$ cat config.mk
export PLATFORM = sky130hd
export DESIGN_NAME = sobel_ctrl
export DESIGN_NICKNAME = d
export VERILOG_FILES = /design/src/rtl/core/sobel_pkg.sv /design/src/rtl/core/sobel_ctrl.sv
export SDC_FILE = /design/constraint.sdc
export NUM_CORES = 1
export LEC_CHECK = 0
export BUFFER_PORTS_ARGS = -buffer_cell sky130_fd_sc_hd__buf_2
export CAP_MARGIN = 20
export CORE_AREA = 2 2 39 41
export CTS_CLUSTER_DIAMETER = 30
export DETAILED_ROUTE_END_ITERATION = 10
export DIE_AREA = 0 0 41 43
export PLACE_DENSITY = 0.46
export SKIP_CTS_REPAIR_TIMING = 1
export SLEW_MARGIN = 20
export SYNTH_ARGS = -nofsm -noshare
export SYNTH_HDL_FRONTEND = slang
export SYNTH_SLANG_ARGS = --single-unit
$ cat constraint.sdc
create_clock -name clock -period 1.3 [get_ports clock]
set_input_delay 0.065 -clock clock [delete_from_list [all_inputs] [get_ports clock]]
set_output_delay 0.065 -clock clock [all_outputs]
set_load 0.01 [all_outputs]
$ cat src/rtl/core/sobel_pkg.sv
// shared types and constants for the sobel edge magnitude block
package sobel_pkg;

   localparam int CHANNELS = 3;
   localparam int PIX_W = 24;
   localparam int GRAD_W = 11;
   localparam int SUM_W = 21;
   localparam int ROOT_STEPS = 8;
   localparam logic [SUM_W-1:0] SQRT_SAT = 21'd65281;
   localparam logic [7:0] MAX_EDGE = 8'd255;
   localparam logic [10:0] WIDTH_RESET = 11'd640;
   localparam logic [12:0] HEIGHT_RESET = 13'd480;
   localparam logic KIND_PIXEL = 1'b0;

   typedef enum logic {
      REG_WIDTH = 1'b0,
      REG_HEIGHT = 1'b1
   } reg_index_type;

   typedef enum logic [2:0] {
      ST_IDLE,
      ST_SHIFT,
      ST_GRAD,
      ST_SQUARE,
      ST_SUM,
      ST_ROOT,
      ST_FINAL
   } state_type;

   typedef struct packed {
      logic accept;
      logic shift;
      logic grad;
      logic square;
      logic sum;
      logic root_step;
      logic load;
   } cmd_type;

   typedef struct packed {
      logic root_last;
      logic emit;
      logic out_free;
   } status_type;

endpackage

$ cat src/rtl/core/sobel_ctrl.sv
// controller state machine sequencing one request through the datapath
module sobel_ctrl (
   input  logic                 clock,
   input  logic                 reset,
   input  logic                 req_valid,
   output logic                 req_stall,
   input  sobel_pkg::status_type status,
   output sobel_pkg::cmd_type    cmd
);
   import sobel_pkg::*;

   state_type state_ff;
   state_type state_in;

   always_ff @(posedge clock) begin
      if (reset) begin
         state_ff <= ST_IDLE;
      end else begin
         state_ff <= state_in;
      end
   end

   always_comb begin
      state_in = state_ff;
      case (state_ff)
         ST_IDLE: begin
            if (req_valid) state_in = ST_SHIFT;
         end
         ST_SHIFT:  state_in = ST_GRAD;
         ST_GRAD:   state_in = ST_SQUARE;
         ST_SQUARE: state_in = ST_SUM;
         ST_SUM:    state_in = ST_ROOT;
         ST_ROOT: begin
            if (status.root_last) state_in = ST_FINAL;
         end
         ST_FINAL: begin
            if (!status.emit || status.out_free) state_in = ST_IDLE;
         end
         default:   state_in = ST_IDLE;
      endcase
   end

   always_comb begin
      cmd = '0;
      req_stall = 1'b1;
      case (state_ff)
         ST_IDLE: begin
            req_stall = 1'b0;
            cmd.accept = req_valid;
         end
         ST_SHIFT:  cmd.shift = 1'b1;
         ST_GRAD:   cmd.grad = 1'b1;
         ST_SQUARE: cmd.square = 1'b1;
         ST_SUM:    cmd.sum = 1'b1;
         ST_ROOT:   cmd.root_step = 1'b1;
         ST_FINAL:  cmd.load = status.emit && status.out_free;
         default:   cmd = '0;
      endcase
   end

endmodule

Yosys cells after proc, flatten, opt, wreduce, memory -nomap -nowiden
Index checks and enable logic that the tools add are counted.
{"block": "op_classes", "n_eq_ne": 9, "muxes": 12, "reduce_logical": 5}
{"operator": "$pmux W3 S7", "count": 1}
{"operator": "$eq A3 B3 Y1 const B", "count": 3}
{"operator": "$mux W3", "count": 3}
{"operator": "$mux W1", "count": 8}
{"operator": "$eq A3 B2 Y1 const B", "count": 2}
{"operator": "$ne A2 B2 Y1 const B", "count": 3}
{"operator": "$eq A3 B1 Y1 const B", "count": 1}
{"operator": "$logic_not A3 Y1", "count": 1}
{"operator": "$reduce_and A3 Y1", "count": 1}
{"operator": "$logic_and A1 B1 Y1", "count": 1}
{"operator": "$logic_not A1 Y1", "count": 1}
{"operator": "$logic_or A1 B1 Y1", "count": 1}
{"block": "word_totals", "reg_bits": 3, "input_bits": 6}

Longest topological paths before layout
Gate-level depths: netlist of run 1.
{"block": "depth", "ltp_word": 4, "depth_mapped": 4, "mapped_depth_nobuf": 3}

Worst setup path after synthesis of run 1
Ideal clock, no wire load.
{"block": "synth_timing", "path_type": "reg-to-output", "from": "register state_ff[1]", "to": "output cmd[6] in the netlist's numbering", "t_arrival_ps": 946, "path_stages_with_launch": 4, "path_slack_ps": 289, "path_cell_list": "dfxtp_1 -> buf_6 -> or3_4 -> nor2_2"}
{"element": "start: declaration", "line_no": "sobel_ctrl.sv:12", "rtl": "state_type state_ff;"}
{"element": "start signal: assignment", "line_no": "sobel_ctrl.sv:19", "rtl": "state_ff <= state_in;"}
{"element": "end: declaration", "line_no": "sobel_ctrl.sv:8", "rtl": "output sobel_pkg::cmd_type cmd"}

==> summary.txt, run 1 <==
clock root buffer: clkbuf_4
Worst slew margin: 85.46%
detailed placement HPWL: 429.5 um
final setup fails: 0
NumNets Final: 53
Clock transition at path regs: 0.04 ns
pwr dens: 1261 nW/um2
number of antenna violations at the first check in global routing: 0
syn_area_per_cell: 7.328 um2
post-synth net total: 34
Gate Count Post-Synth: 28
Pwr Total: 410.1 uW
Distinct cells, synth: 18
Placed Cells: 56
Worst R2R Path Depth: 3
status: complete, no violations
Final period util: 94.63%
initial core utilization: 14.83%
RSZ-0062 raised after global routing: false
vias in the first global route: 184
Pre-Repair DR Iteration Count: 3
biggest regs: state_ff: 3 flops
Syn. warnings: 0
via count: 248
min cycle time layout: 1.230 ns
setup skew after layout: 0.0009985 ns
clock buffer count from CTS: 3
Peak VDD IR: 0.0003520 V
share of cells above drive strength 1: 47.83%
WL final: 606 um
port bufs: 13
largest net degree at the start of global routing: 11
worst min path class: in2reg
commonest cells after routing, fill and taps aside: buf_2 (13), inv_1 (4), nand3_1 (3), nor2_1 (3), clkbuf_4 (3)
first-pass GRT wire length: 752 um
Sink Count: 3
design area: 325.3 um2
Synth area leader: dfxtp_1
final hold violations: 0
TNS Setup: 0 ns
final cell count without fillers: 62
placed inst area: 279.0 um2
chip height: 43 um
area delta synth->final: 58.54%
CP cell instances: or3_4 > nor2_2 > buf_2
Critical R2R Capture: state_ff[0]
GRT overflow: 0
maxcap violations: 0
Crit path required time: 1.24 ns
Most flops, register: state_ff
Site Rows: 14
pin slew with the least headroom to its limit: 0.2181 ns
CTS tree: yes
# IOs: 14
commonest non-fill, non-tap cell in the layout: buf_2
FF-to-FF Start: state_ff[0]
CP max stage delay: 0.39 ns
CP Max Fanout: 6
DRC Markers: 0
setup ws final: 0.06975 ns
hold path startpoint: status[2]
Inserted Diodes: 0
clk_lat worst skew: 0.23 ns
pre-CTS setup slack: 0.2463 ns
clk buf depth: 2
Core ar.: 1384 um2
ANT nets after route: 0
fmax: 812.8 MHz
Arr. time, crit path: 1.17 ns
crit path launch type: flip-flop
Seq/Total Area, Yosys: 29.27%
max reg flops: 3
Fill cells: 166
#FFs+latches synth: 3
critical path type: reg2out
Setup crit end kind: output pin
Die Width: 41 um
leakage: 0.0001635 uW
iteration-0 DRC count of the detailed router: 3
hold worst-path end: state_ff[0]
gpl congestion: 0.6808
Hold Crit Depth: 2
WL/cell: 9.774 um
total track usage: 6.814%
vias per inst: 4.000
CP max-delay cell: or3_4
full die area: 1763 um2
top-area cell type share of the netlist area: 29.27%
R2R Setup Slk: 0.32 ns
Final Max Tran Viols: 0
Post-Syn Area: 205.2 um2
ranking of synthesized cells by area: dfxtp_1 (29%), nand3_1 (7.3%), inv_1 (7.3%)
H-tree depth: 1
==> worst max-delay path by stage <==
stage | start | to | cells past startpoint
global route | state_ff[2] | cmd[6] | 3
detailed placement | state_ff[1] | cmd[6] | 3
global placement | state_ff[1] | cmd[6] | 3
floorplan | state_ff[1] | cmd[6] | 3
CTS | state_ff[1] | cmd[6] | 3
finish | state_ff[1] | cmd[6] | 3
==> where the power goes <==
group          total (uW)  internal, uW  switching (uW)
Clock                 161           115            46.4
Combinational         125          64.2            60.8
Sequential            124           106            17.5
Total                 410           285             125
==> metrics by stage <==
| stage | hold WS, ns | util, % |
|---|---|---|
| 6_report | 0.04152 | 23.51 |
| 3_3_place_gp | 0.2790 | 20.16 |
| 3_5_place_dp | 0.2756 | 20.16 |
| 5_1_grt | 0.03055 | 23.51 |
| 2_1_floorplan | 0.1344 | - |
| 4_1_cts | 0.03131 | 22.06 |
==> cells by family after synthesis <==
logic type	share of synthesized area (%)
AOI/OAI and AO/OA	19.52
DFF	29.27
buffers and inverters	12.80
and+or+nand+nor	38.42
==> Yosys cell counts <==
| master | instances |
|---|---|
| a221oi_1 | 1 |
| a31oi_1 | 1 |
| and3_1 | 1 |
| buf_6 | 1 |
| dfxtp_1 | 3 |
| inv_1 | 4 |
| nand2_1 | 1 |
| nand2b_1 | 1 |
| nand3_1 | 3 |
| nor2_1 | 3 |
| nor2_2 | 1 |
| nor2b_1 | 1 |
| nor3_1 | 1 |
| nor3b_1 | 1 |
| o211ai_1 | 1 |
| o21ai_0 | 2 |
| o31ai_1 | 1 |
| or3_4 | 1 |
==> routing by layer <==
metal	routed length (um)	track usage, %
met1	300	10.22
met2	255	5.625
met3	50	6.283
met4	0	4.000
met5	0	0
==> worst max-delay path, delay by kind of cell (launching register included) <==
kind | cells | cell delay, ns
and+or+nand+nor | 2 | 0.46
buffers and inverters | 1 | 0.12
DFF | 1 | 0.35
==> area by class of cell <==
type	count	area (um2)	share of cell area [%]
multi-input combinational	20	118.9	36.54
timing repair buffer	15	80.08	24.62
sequential	3	65.06	20.00
clock buffer	4	26.28	8.077
tap	16	20.02	6.154
inverter	4	15.01	4.615
No activity file was read; power rests on OpenSTA's default activity.
==> run 2, diff against run 1 <==
PLACE_DENSITY = 0.49   (was 0.46)
==> run 2 against run 1 <==
- global-route usage increased by 0.11 points
- first-iteration DRC count is the same
- sequential power down 3%
- clock power up 2%
- clock skew hardly changed
- power up 0.14%
- via count rose by 1.6%
- critical path type unchanged
- largest cell class unchanged
- largest power group unchanged
- highest routed layer unchanged
==> summary.txt, run 2 (synthesis gave the netlist of run 1 again) <==
status: complete, no violations
NumNets Final: 53 (unchanged)
Site Rows: 14 (unchanged)
final setup fails: 0 (unchanged)
CTS tree: yes
H-tree depth: 1 (unchanged)
port bufs: 13 (unchanged)
CP max stage delay: 0.38 ns (about the same)
Pwr Total: 410.7 uW (+0.14%)
full die area: 1763 um2 (unchanged)
Sink Count: 3 (unchanged)
initial core utilization: 14.83% (unchanged)
vias in the first global route: 212 (+15%)
CP cell instances: or3_4 > nor2_2 > buf_2
Int Pwr: 285.0 uW (-0.15%)
first-pass GRT wire length: 800 um (+6.4%)
GRT overflow: 0 (unchanged)
clk_lat worst skew: 0.23 ns (about the same)
CP max-delay cell: or3_4
Fill cells: 162 (-2.4%)
Worst R2R Path Depth: 3 (unchanged)
vias per inst: 4.065 (+1.6%)
WL/cell: 9.145 um (-6.4%)
Final Max Tran Viols: 0 (unchanged)
pre-CTS setup slack: 0.2522 ns (+0.005954 ns)
area delta synth->final: 58.54% (unchanged)
R2R Setup Slk: 0.31 ns (about the same)
net switching power: 125.7 uW (+0.81%)
Worst slew margin: 85.61% (+0.15 points)
Most flops, register: state_ff
Hold Crit Depth: 2 (unchanged)
Arr. time, crit path: 1.15 ns (-0.02 ns)
pin slew with the least headroom to its limit: 0.2159 ns (-0.002232 ns)
Inserted Diodes: 0 (unchanged)
register cell area after layout: 65.06 um2 (unchanged)
clock root buffer: clkbuf_4
TNS Setup: 0 ns (unchanged)
multi-input logic area: 118.9 um2 (unchanged)
Die Width: 41 um (unchanged)
Clock transition at path regs: 0.04 ns (about the same)
number of antenna violations at the first check in global routing: 0 (unchanged)
commonest non-fill, non-tap cell in the layout: buf_2
min cycle time layout: 1.216 ns (-0.01392 ns)
chip height: 43 um (unchanged)
largest net degree at the start of global routing: 11 (unchanged)
fmax: 822.1 MHz (+1.1%)
Final period util: 93.56% (-1.1 points)
final hold violations: 0 (unchanged)
worst min path class: in2reg
Hold Slack: 0.03145 ns (-0.01007 ns)
CP Max Fanout: 4 (-2)
iteration-0 DRC count of the detailed router: 3 (unchanged)
share of cells above drive strength 1: 47.83% (unchanged)
Setup crit end kind: output pin
commonest cells after routing, fill and taps aside: buf_2 (13), inv_1 (4), nand3_1 (3), nor2_1 (3), clkbuf_4 (3)
setup ws final: 0.08367 ns (+0.01392 ns)
DRC Markers: 0 (unchanged)
ANT nets after route: 0 (unchanged)
critical path type: reg2out
clk buf depth: 2 (unchanged)
Seq pwr share: 29.1% (-1.1 points)
maxcap violations: 0 (unchanged)
Core ar.: 1384 um2 (unchanged)
crit path launch type: flip-flop
Comb power frac: 30.6% (about the same)
pwr dens: 1262 nW/um2 (+0.14%)
via count: 252 (+1.6%)
leakage: 0.0001637 uW (+0.11%)
max reg flops: 3 (unchanged)
RSZ-0062 raised after global routing: false
WL final: 567 um (-6.4%)
biggest regs: state_ff: 3 flops
Peak VDD IR: 0.0003077 V (-13%)
setup skew after layout: 0.001447 ns (+0.0004486 ns)
sw frac: 30.62% (+0.20 points)
# IOs: 14 (unchanged)
gpl congestion: 0.7311 (+7.4%)
Pre-Repair DR Iteration Count: 2 (-1)
Clk pwr share: 40.3% (+1.0 points)
clock buffer count from CTS: 3 (unchanged)
Crit path required time: 1.24 ns (about the same)
total track usage: 6.921% (+0.11 points)
==> run 2: cell counts in the layout (fill, tap and decap cells not counted) <==
No cell type changed its count.
==> run 2: routing by layer <==
metal,GRT usage (%),part of all wire [%]
met1,8.974,51
met2,8.125,40
met3,4.712,8.8
met4,4.000,0
met5,0,0
==> run 2: final cells by class <==
cell class	instances	share of cell area [%]
Clock buffer	4	8.077
Inverter	4	4.615
Multi-Input combinational cell	20	36.54
Sequential cell	3	20.00
Tap cell	16	6.154
Timing Repair Buffer	15	24.62
==> run 2: metrics by stage <==
stage	cell area, um2	utilization, %	instances
finish	325.3	23.51	62
floorplan	205.2	-	28
global route	325.3	23.51	62
CTS	305.3	22.06	60
global placement	279.0	20.16	56
detailed placement	279.0	20.16	56
==> run 2: critical path, delay by kind of cell (launching register included) <==
family                 cells  cell delay (ns)
AND/OR/NAND/NOR            2             0.45
flip-flops                 1             0.34
buffers and inverters      1             0.12
==> run 2: path summary, 6_finish.rpt <==
path                                  start     endpoint
worst max-delay path            state_ff[1]       cmd[6]
worst min-delay path                  reset  state_ff[2]
worst max register to register  state_ff[0]  state_ff[0]
worst min register to register  state_ff[2]  state_ff[2]
==> run 2: power by group through the flow <==
stage / clock [uW] / combinational (uW) / sequential, uW
5_1_grt: 185 / 138 / 121
4_1_cts: 175 / 108 / 123
6_report: 165 / 126 / 120
2_1_floorplan: 0 / 84.8 / 113
3_5_place_dp: 0 / 108 / 125
3_3_place_gp: 0 / 108 / 124
==> run 3, diff against run 2 <==
GPL_TIMING_DRIVEN = 1   (was not set)
PLACE_DENSITY = 0.5   (was 0.49)
SKIP_LAST_GASP = 1   (was not set)
clock period = 1 ns   (was 1.3 ns; I/O delays follow)
==> run 3 against run 2 <==
- the flow now finishes with violations (negative setup slack)
- critical path depth did not move
- via count decreased by 2.0%
- wire length down 1.6%
- die area is the same
- highest routed layer unchanged
- first-iteration DRC count down 67%
- clock skew is 0.00090 ns lower
- power rose by 31%
- register-to-register slack got worse by 0.25 ns
- cell count rose by 1.6%
- sequential power is 27% higher
- sequential share of layout area fell by 0.15 points
- setup slack worse by 0.28 ns
==> summary.txt, run 3 (synthesis gave the netlist of run 1 again) <==
Core ar.: 1384 um2 (unchanged)
gpl congestion: 0.7700 (+5.3%)
Placed Cells: 59 (+5.4%)
port bufs: 13 (unchanged)
CP Max Fanout: 5 (+1)
biggest regs: state_ff: 3 flops
Worst slew margin: 85.73% (+0.12 points)
worst min path class: in2reg
Final Max Tran Viols: 0 (unchanged)
GRT overflow: 0 (unchanged)
fmax: 839.4 MHz
Sink Count: 3 (unchanged)
setup skew after layout: 0.0005425 ns (-0.0009046 ns)
hold path startpoint: reset
clk_lat worst skew: 0.23 ns (about the same)
DRC Markers: 0 (unchanged)
Arr. time, crit path: 1.14 ns (about the same)
vias in the first global route: 199 (-6.1%)
area delta synth->final: 62.80%
crit path launch type: flip-flop
Fill cells: 165 (+1.9%)
Pre-Repair DR Iteration Count: 3 (+1)
leakage: 0.0001691 uW (+3.3%)
ANT nets after route: 0 (unchanged)
# IOs: 14 (unchanged)
Inserted Diodes: 0 (unchanged)
clk buf depth: 2 (unchanged)
CTS tree: yes
total track usage: 7.229% (+0.31 points)
pre-CTS setup slack: 0.04181 ns (-0.2104 ns)
max reg flops: 3 (unchanged)
via count: 247 (-2.0%)
critical path type: reg2out
first-pass GRT wire length: 800 um (unchanged)
Crit path required time: 0.95 ns (-0.29 ns)
Peak VDD IR: 0.0005117 V (+66%)
maxcap violations: 0 (unchanged)
Setup crit end kind: output pin
Final period util: 119.1%
final cell count without fillers: 63 (+1.6%)
largest net degree at the start of global routing: 7 (-4)
clock buffer count from CTS: 3 (unchanged)
status: finished with violations
share of cells above drive strength 1: 53.19% (+5.4 points)
final hold violations: 0 (unchanged)
FF-to-FF Start: state_ff[2]
Most flops, register: state_ff
chip height: 43 um (unchanged)
full die area: 1763 um2 (unchanged)
Clock transition at path regs: 0.04 ns (about the same)
NumNets Final: 54 (+1.9%)
setup ws final: -0.1914 ns (-0.2750 ns)
WL/cell: 8.857 um (-3.1%)
Critical path origin: state_ff[2]
Die Width: 41 um (unchanged)
initial core utilization: 14.83% (unchanged)
utilization after layout: 24.14% (+0.63 points)
pwr dens: 1605 nW/um2 (+27%)
detailed placement HPWL: 442.8 um
vias per inst: 3.921 (-3.5%)
number of antenna violations at the first check in global routing: 0 (unchanged)
WL final: 558 um (-1.6%)
failing checks: negative setup slack
H-tree depth: 1 (unchanged)
Site Rows: 14 (unchanged)
clock root buffer: clkbuf_4
final setup fails: 7 (+7)
pin slew with the least headroom to its limit: 0.2141 ns (-0.001774 ns)
commonest non-fill, non-tap cell in the layout: buf_2
RSZ-0062 raised after global routing: true
iteration-0 DRC count of the detailed router: 1 (-2)
min cycle time layout: 1.191 ns
## run 3: worst paths after layout
path / depth (start not counted) / slack (ns) / endpoint
hold / removal: 2 / 0.02 / state_ff[2]
setup reg to reg: 3 / 0.06 / state_ff[0]
setup / recovery: 3 / -0.19 / cmd[6]
hold reg to reg: 2 / 0.57 / state_ff[0]
## run 3: cell type report
cell class	count	area [um2]	area share [%]
multi-input cells	20	118.9	35.58
clock buffers	4	26.28	7.865
flip-flops and latches	3	66.31	19.85
repair buffers	16	87.58	26.22
inverters	4	15.01	4.494
well taps	16	20.02	5.993
## run 3: report_power, final
group	switching (uW)	total, uW	internal [uW]
logic	83.9	171	86.8
clock network	64.1	214	150
registers	15.1	152	137
## run 3: metal layers
metal  track usage [%]  routed length, um  up-vias
met2             6.563                221       11
met1             10.61                293      102
met3             3.141                 42        0
met5                 0                  0        -
li1                  -                  -      134
met4             8.000                  0        0
## run 3: worst max-delay path, stage by stage (launching register included)
cell and delay, ns:
dfxtp_4 0.35, or3_4 0.37, nor2_2 0.07, buf_2 0.12
## run 3: per-stage QoR
step,TNS [ns],instance area (um2),hold slack [ns],total power [uW]
2_1_floorplan,0,205.2,0.1194,257.7
6_report,-0.5035,334.1,0.01791,536.2
3_5_place_dp,0,301.5,0.2704,321.4
4_1_cts,-0.8868,327.8,0.02278,542.7
3_3_place_gp,0,301.5,0.2631,321.9
5_1_grt,-0.9670,334.1,0.02396,582.1
